### src/hw/rtl/kcl_pkg.sv
package kcl_pkg;

   // Result event codes
   typedef enum logic [2:0] {
      EV_STORED    = 3'd0,
      EV_CORRECT   = 3'd1,
      EV_INCORRECT = 3'd2,
      EV_UPDATED   = 3'd3,
      EV_MASTER    = 3'd4,
      EV_CLEARED   = 3'd5
   } event_type;

   // Key codes
   localparam logic [3:0] KEY_LAST_DIGIT = 4'd9;
   localparam logic [3:0] KEY_STAR       = 4'd10;
   localparam logic [3:0] KEY_HASH       = 4'd11;

   // Stored value of the zero key
   localparam logic [3:0] DIGIT_TEN = 4'd10;

   // Master code after reset
   localparam logic [15:0] MASTER_RESET = 16'h2222;

   // Register index decode (byte address bit 2 and up)
   localparam logic REG_MASTER_CODE = 1'b0;

   typedef struct packed {
      logic green;
      logic middle;
      logic red;
   } lamp_type;

   localparam lamp_type LAMPS_OFF = '{green: 1'b0, middle: 1'b0, red: 1'b0};
   localparam lamp_type LAMPS_ALL = '{green: 1'b1, middle: 1'b1, red: 1'b1};
   localparam lamp_type LAMP_RED  = '{green: 1'b0, middle: 1'b0, red: 1'b1};
   localparam lamp_type LAMP_GRN  = '{green: 1'b1, middle: 1'b0, red: 1'b0};

   typedef struct packed {
      logic     change;
      lamp_type lamps;
   } ctrl_type;

endpackage

### src/hw/rtl/kcl_step.sv
module kcl_step #(
   parameter int CODE_DIGITS = 4
) (
   input  logic [3:0]                       key_code,
   input  logic [4*CODE_DIGITS-1:0]         slots,
   input  logic [$clog2(CODE_DIGITS+1)-1:0] fill,
   input  logic [4*CODE_DIGITS-1:0]         user_code,
   input  kcl_pkg::ctrl_type                ctrl,
   input  logic [15:0]                      master_code,
   output logic [4*CODE_DIGITS-1:0]         slots_next,
   output logic [$clog2(CODE_DIGITS+1)-1:0] fill_next,
   output logic [4*CODE_DIGITS-1:0]         user_next,
   output kcl_pkg::ctrl_type                ctrl_next,
   output kcl_pkg::event_type               event_res
);
   import kcl_pkg::*;

   localparam int SLOT_W = 4 * CODE_DIGITS;
   localparam int FILL_W = $clog2(CODE_DIGITS + 1);

   logic [SLOT_W-1:0] master_ext;
   logic [SLOT_W-1:0] slots_add;
   logic [FILL_W-1:0] fill_add;
   logic [3:0]        digit;

   // Master digits beyond the fourth read as zero
   assign master_ext = SLOT_W'(master_code);
   assign digit      = (key_code == 4'd0) ? DIGIT_TEN : key_code;

   always_comb begin
      slots_add  = slots;
      fill_add   = fill;
      slots_next = slots;
      fill_next  = fill;
      user_next  = user_code;
      ctrl_next  = ctrl;
      event_res  = EV_STORED;
      if (key_code inside {KEY_STAR, KEY_HASH}) begin
         // Clear keys empty the entry and drop change mode
         slots_next = '0;
         fill_next  = '0;
         ctrl_next  = '{change: 1'b0, lamps: LAMPS_OFF};
         event_res  = EV_CLEARED;
      end else begin
         // Store a digit in the next free slot
         if (key_code <= KEY_LAST_DIGIT && fill < FILL_W'(CODE_DIGITS)) begin
            for (int i = 0; i < CODE_DIGITS; i++) begin
               if (fill == FILL_W'(i)) begin
                  slots_add[4*i +: 4] = digit;
               end
            end
            fill_add = fill + FILL_W'(1);
         end
         slots_next = slots_add;
         fill_next  = fill_add;
         // Check a full entry
         if (fill_add >= FILL_W'(CODE_DIGITS)) begin
            if (slots_add == master_ext) begin
               ctrl_next  = '{change: 1'b1, lamps: LAMPS_ALL};
               slots_next = '0;
               fill_next  = '0;
               event_res  = EV_MASTER;
            end else if (ctrl.change) begin
               user_next  = slots_add;
               ctrl_next  = '{change: 1'b0, lamps: LAMPS_OFF};
               slots_next = '0;
               fill_next  = '0;
               event_res  = EV_UPDATED;
            end else if (slots_add == user_code) begin
               ctrl_next.lamps = LAMP_GRN;
               event_res       = EV_CORRECT;
            end else begin
               ctrl_next.lamps = LAMP_RED;
               event_res       = EV_INCORRECT;
            end
         end
      end
   end

endmodule

### src/hw/rtl/keypad_code_lock.sv
// Channel   Direction  Handshake            Payload
// req_      in         req_valid/req_stall  req_key_code
// rsp_      out        rsp_valid/rsp_stall  event, count, digits, lamps, change mode
// csr_      in/out     APB psel/penable     master_code at byte address 0
//
// One key per cycle while the result side does not stall; a key passes through
// the input register, then the result register, before its result appears.
// The state update is one compare and select pass between the two registers.
// Reset is synchronous; it empties the entry, sets every user code digit to one
// and loads master code 0x2222.
// A stalled result holds the input register; req_stall rises only while it is full.
module keypad_code_lock #(
   parameter int CODE_DIGITS = 4
) (
   input  logic               clock,
   input  logic               reset,
   input  logic               req_valid,
   output logic               req_stall,
   input  logic [3:0]         req_key_code,
   output logic               rsp_valid,
   input  logic               rsp_stall,
   output kcl_pkg::event_type rsp_event_res,
   output logic [2:0]         rsp_entry_count,
   output logic [15:0]        rsp_entered_digits,
   output logic               rsp_led_wrong,
   output logic               rsp_led_middle,
   output logic               rsp_led_right,
   output logic               rsp_change_mode,
   input  logic               csr_psel,
   input  logic               csr_penable,
   input  logic               csr_pwrite,
   input  logic [2:0]         csr_paddr,
   input  logic [31:0]        csr_pwdata,
   output logic [31:0]        csr_prdata,
   output logic               csr_pready
);
   import kcl_pkg::*;

   localparam int SLOT_W = 4 * CODE_DIGITS;
   localparam int FILL_W = $clog2(CODE_DIGITS + 1);

   logic              in_valid_ff;
   logic [3:0]        in_key_ff;
   logic              out_valid_ff;
   event_type         out_event_ff;
   logic [2:0]        out_count_ff;
   logic [15:0]       out_digits_ff;
   ctrl_type          out_ctrl_ff;

   logic [SLOT_W-1:0] slots_ff, slots_in;
   logic [FILL_W-1:0] fill_ff, fill_in;
   logic [SLOT_W-1:0] user_ff, user_in;
   ctrl_type          ctrl_ff, ctrl_in;
   logic [15:0]       master_ff;
   event_type         event_in;

   logic advance;
   logic req_take;
   logic csr_write;

   assign advance   = !out_valid_ff || !rsp_stall;
   assign req_stall = in_valid_ff && !advance;
   assign req_take  = req_valid && !req_stall;

   // Configuration port
   assign csr_pready = 1'b1;
   assign csr_write  = csr_psel && csr_penable && csr_pwrite && csr_pready
                       && (csr_paddr[2] == REG_MASTER_CODE);
   assign csr_prdata = (csr_paddr[2] == REG_MASTER_CODE) ? {16'd0, master_ff} : '0;

   always_ff @(posedge clock) begin
      if (reset) begin
         master_ff <= MASTER_RESET;
      end else if (csr_write) begin
         master_ff <= csr_pwdata[15:0];
      end
   end

   // Input register
   always_ff @(posedge clock) begin
      if (reset) begin
         in_valid_ff <= 1'b0;
      end else if (!req_stall) begin
         in_valid_ff <= req_valid;
      end
   end

   always_ff @(posedge clock) begin
      if (req_take) begin
         in_key_ff <= req_key_code;
      end
   end

   kcl_step #(
      .CODE_DIGITS(CODE_DIGITS)
   ) u_step (
      .key_code   (in_key_ff),
      .slots      (slots_ff),
      .fill       (fill_ff),
      .user_code  (user_ff),
      .ctrl       (ctrl_ff),
      .master_code(master_ff),
      .slots_next (slots_in),
      .fill_next  (fill_in),
      .user_next  (user_in),
      .ctrl_next  (ctrl_in),
      .event_res  (event_in)
   );

   // Lock state: advance when the key moves into the result register
   always_ff @(posedge clock) begin
      if (reset) begin
         slots_ff <= '0;
         fill_ff  <= '0;
         user_ff  <= {CODE_DIGITS{4'd1}};
         ctrl_ff  <= '{change: 1'b0, lamps: LAMPS_OFF};
      end else if (in_valid_ff && advance) begin
         slots_ff <= slots_in;
         fill_ff  <= fill_in;
         user_ff  <= user_in;
         ctrl_ff  <= ctrl_in;
      end
   end

   // Result register
   always_ff @(posedge clock) begin
      if (reset) begin
         out_valid_ff <= 1'b0;
      end else if (advance) begin
         out_valid_ff <= in_valid_ff;
      end
   end

   always_ff @(posedge clock) begin
      if (in_valid_ff && advance) begin
         out_event_ff  <= event_in;
         out_count_ff  <= 3'(fill_in);
         out_digits_ff <= 16'(slots_in);
         out_ctrl_ff   <= ctrl_in;
      end
   end

   assign rsp_valid          = out_valid_ff;
   assign rsp_event_res      = out_event_ff;
   assign rsp_entry_count    = out_count_ff;
   assign rsp_entered_digits = out_digits_ff;
   assign rsp_led_wrong      = out_ctrl_ff.lamps.red;
   assign rsp_led_middle     = out_ctrl_ff.lamps.middle;
   assign rsp_led_right      = out_ctrl_ff.lamps.green;
   assign rsp_change_mode    = out_ctrl_ff.change;

   // Entry never holds more digits than it has slots
   a_fill_bound: assert property (@(posedge clock) disable iff (reset)
      fill_ff <= FILL_W'(CODE_DIGITS))
      else $error("entry fill beyond slot count");

   // Change mode always shows all three lamps
   a_change_lamps: assert property (@(posedge clock) disable iff (reset)
      ctrl_ff.change |-> (ctrl_ff.lamps == LAMPS_ALL))
      else $error("change mode without all lamps lit");

   // A key in the input register that may advance lands in the result register
   a_advance: assert property (@(posedge clock) disable iff (reset)
      (in_valid_ff && advance) |=> out_valid_ff)
      else $error("advancing key lost");

   // A cleared result reports an empty entry
   a_clear_empty: assert property (@(posedge clock) disable iff (reset)
      (rsp_valid && rsp_event_res == EV_CLEARED) |->
      (rsp_entry_count == 3'd0 && rsp_entered_digits == 16'd0))
      else $error("cleared result with digits held");

endmodule

### config.mk
export PLATFORM = sky130hd
export DESIGN_NAME = keypad_code_lock
export DESIGN_NICKNAME = d
export VERILOG_FILES = /design/src/hw/rtl/kcl_pkg.sv /design/src/hw/rtl/kcl_step.sv /design/src/hw/rtl/keypad_code_lock.sv
export SDC_FILE = /design/constraint.sdc
export NUM_CORES = 1
export LEC_CHECK = 0
export BUFFER_PORTS_ARGS = -buffer_cell sky130_fd_sc_hd__buf_4
export CORE_ASPECT_RATIO = 1.5
export CORE_MARGIN = 8
export CORE_UTILIZATION = 45
export CTS_BUF_LIST = sky130_fd_sc_hd__clkbuf_4 sky130_fd_sc_hd__clkbuf_8
export CTS_CLUSTER_SIZE = 10
export DETAILED_ROUTE_END_ITERATION = 10
export GPL_TIMING_DRIVEN = 1
export HOLD_SLACK_MARGIN = 0.1
export PLACE_DENSITY = 0.74
export SLEW_MARGIN = 5
export SYNTH_ARGS = -nofsm -noshare
export SYNTH_HDL_FRONTEND = slang
export SYNTH_SLANG_ARGS = --single-unit
### constraint.sdc
create_clock -name clock -period 9.4 [get_ports clock]
set_input_delay 1.41 -clock clock [delete_from_list [all_inputs] [get_ports clock]]
set_output_delay 1.41 -clock clock [all_outputs]
set_load 0.02 [all_outputs]
==> run summary <==
Run status = finished clean
Antenna-violating nets left = 0
Nets = 592
Routed vias/inst = 5.58
Maxcap violations = 0
Drt initial violations = 343
Met3 Track Usage GR = 4.45%
Max-Slew Margin vs Limit = 19.1%
# setup viols final = 0
Simple-Gate Fraction of Synth Area = 21.9%
Leading register cell type out of synthesis = dfxtp_1
Tot Pwr = 0.000784 W
Power share of the combinational group = 11.8%
Met1 Track Usage GR = 20.7%
Worst hold path depth = 2
Adder and majority cell fraction of the synthesized area = 1.43%
WL final = 11500 µm
Sequential element share of the synthesized area = 46.7%
Critical R2R Capture = fill_ff[1]$_SDFFE_PP0P_
Commonest non-fill, non-tap cell in the layout = buf_4
Final Hold Vio Count = 0
Most frequent cells in the layout = 72 x buf_4, 64 x nand2_1, 57 x dfxtp_1
CTS tree = yes
First-pass DRT Iterations = 7
Switching Share = 25.9%
Row count = 44
Htree depth = 3
Worst vdd ir = 130 µV
Root buffer cell = clkbuf_8
Worst Tran Pin Value = 1.21 ns
Total grt overflow = 0
Largest net degree at the start of global routing = 38
Setup TNS = 0 ns
Busiest metal layer after global routing = met2
Startpoint of the worst hold path = slots_ff[9]$_SDFFE_PP0P_
Crit share post-route = 40.9%
Die area = 13200 µm²
Critical path required time = 9.61 ns
Latest clock arrival within the worst-skew pair = 0.37 ns
Post_cts resized = 0
Sink Count = 87
Top Ports = 107
Worst hold path class = reg2reg
Worst R2R Path Depth = 10
Main combinational cell family by area after synthesis = simple AND/OR/NAND/NOR gates
Area Overhead vs Synth = 16.7%
CP max-delay cell = dfxtp_1
Psw = 0.000203 W
ANT cells = 0
Total CTS buffers = 9
Number of global-route vias before repair = 3697
Post-DP HPWL = 8500 µm
First-pass GRT wire length = 18400 µm
Cell breakdown of the critical path = inv_1 > ha_1 > a222oi_1 > nor4_1 > a2111oi_2 > o211ai_1 > nor4_4 > a21boi_2 > o211ai_2 > o32ai_1
Async SR Flop Fraction = 0%
Internal = 0.000580 W
Syn Inst Count = 481
Mux contribution to synthesized area = 2.75%
Fmax = 260 MHz
Critical path's largest stage delay = 0.80 ns
Reg2reg setup slack = 5.55 ns
Number of synthesized flops with an enable pin = 30
Crit path kind = reg2reg
Initial antenna violation count = 0
Library cells used by synthesis = 61
RSZ-0062 raised after global routing = no
Hold Path End = slots_ff[9]$_SDFFE_PP0P_
Post-CTS Setup Inserts = 0
Startpoint types = flip-flop
PwrDens = 154 nW/µm²
Fillers = 880
Crit end category = flip-flop
Min Tclk post-route = 3.85 ns
Total GRT Usage = 18.1%
GRT met2 Usage = 30.1%
Synth Cell Area = 4370 µm²
Via count = 3686
DRC errors left = 0
Core Area = 9580 µm²
Initial Utilization = 45.7%
Post-synthesis compound-gate area fraction = 17.2%
Critical path data arrival time = 4.06 ns
Post-CTS Hold Fix Bufs = 0
Sequential power share = 52.1%
RR Startpoint = fill_ff[2]$_SDFFE_PP0P_
Syn Area/Cell = 9.09 µm²
Layout cells sized above 1 = 20.0%
Max Root-Sink Buffers = 2
Worst-path clk slew = 0.09 ns
Clock power frac = 36.1%
Peak fanout along the critical path = 24
Synth Warn # = 0
FF+latch count, synth = 87
Die X = 96.5 µm
Avg WL per Cell = 17.4 µm
Max Clock Skew = 0.0115 ns
Die H = 137 µm
Synth Area in XOR/XNOR = 3.20%
Slew Viols, Final = 0
Port Buffers = 71
RD Place Congestion = 0.916
Leakage = 2.03 nW
-- layout make-up --
class	instances	area [µm²]	share of cell area, %
inverter	17	63.8	1.25
timing repair buffer	72	541	10.6
clock buffer	9	124	2.43
clock inverter	7	87.6	1.72
sequential	87	2040	40.0
tap	115	144	2.82
multi-input combinational	354	2100	41.2
-- layer usage --
metal | vias to the layer above | part of all wire, %
li1 | 1770 | -
met1 | 1747 | 40
met2 | 145 | 50
met3 | 24 | 6.7
met4 | 0 | 3.5
met5 | - | 0
-- logic make-up after synthesis --
logic type / after synthesis
xor+xnor: 16
other cells: 2
compound gates: 108
mux: 12
buf+inv: 55
fa+ha+maj: 5
flops: 87
simple gates: 196
-- synth_stat cells (all sizes together) (2+ instances only) --
master   number  area share (%)
nand2        64             5.5
dfxtp        57              26
nor2         49             4.3
a21oi        32             3.7
edfxtp       30              21
buf          29             4.4
o21ai        28             3.3
nor2b        20             2.9
inv          16             1.4
nor3         14             1.8
nand3        13             1.5
mux2i        12             2.7
xor2         10             2.0
clkbuf        9            0.77
a21o          7             1.2
o32ai         6             1.7
xnor2         6             1.2
ha            5             1.4
nand2b        5            0.72
nor4          5             1.1
o22ai         5             1.3
a21boi        4            0.77
a31oi         4            0.57
and3          4            0.57
nor3b         4            0.69
o211ai        4            0.80
or2           4            0.57
a211oi        3            0.51
and2          3            0.43
nor4b         3            0.60
or3           3            0.43
conb          2            0.17
nand4         2            0.29
nand4b        2            0.40
o2111a        2            0.51
o21a          2            0.34
o221a         2            0.51
o2bb2ai       2            0.40
-- worst max-delay path, delay by kind of cell (launching register included) --
kind	cells	cell delay, ns
buf+inv	1	0.13
simple gates	2	0.39
flops	1	0.80
fa+ha+maj	1	0.31
compound gates	6	2.06
-- how the worst max path moves through the flow --
stage,end,cells after the start,start
6_report,fill_ff[1]$_SDFFE_PP0P_,10,fill_ff[2]$_SDFFE_PP0P_
5_1_grt,fill_ff[1]$_SDFFE_PP0P_,10,fill_ff[2]$_SDFFE_PP0P_
4_1_cts,fill_ff[1]$_SDFFE_PP0P_,10,fill_ff[2]$_SDFFE_PP0P_
3_5_place_dp,user_ff[14]$_SDFFE_PP0P_,9,rsp_stall
3_3_place_gp,user_ff[13]$_SDFFE_PP0P_,9,rsp_stall
2_1_floorplan,csr_prdata[10],2,csr_paddr[2]
-- stage by stage --
step                      hold WS (ns)  cell area [µm²]  utilization, %  setup slack, ns  cells
final                            0.453             5100            53.3             5.55    661
after global routing             0.479             5100            53.3             5.29    661
after global placement           0.435             4890            51.1             5.55    645
after CTS                        0.454             5100            53.3             5.56    661
after detailed placement         0.443             4890            51.1             5.48    645
after floorplan                  0.425             4430               -             6.07    496
-- registers in the layout, summed over array words and instances, names as in the netlist --
register            flops
ctrl_ff                 4
fill_ff                 3
in_key_ff               4
in_valid_ff             1
master_ff              16
rsp_change_mode         1
rsp_entered_digits     16
rsp_entry_count         3
rsp_event_res           3
rsp_led_middle          1
rsp_led_right           1
rsp_led_wrong           1
rsp_valid               1
slots_ff               16
user_ff                16
-- power groups by stage --
stage | sequential, W | clock [W] | combinational, W
2_1_floorplan | 0.000419 | 0 | 0.0000603
3_3_place_gp | 0.000416 | 0 | 0.0000908
3_5_place_dp | 0.000416 | 0 | 0.0000920
4_1_cts | 0.000408 | 0.000284 | 0.0000925
5_1_grt | 0.000409 | 0.000299 | 0.000101
6_report | 0.000408 | 0.000283 | 0.0000927
Power figures use the tool's default switching activity.
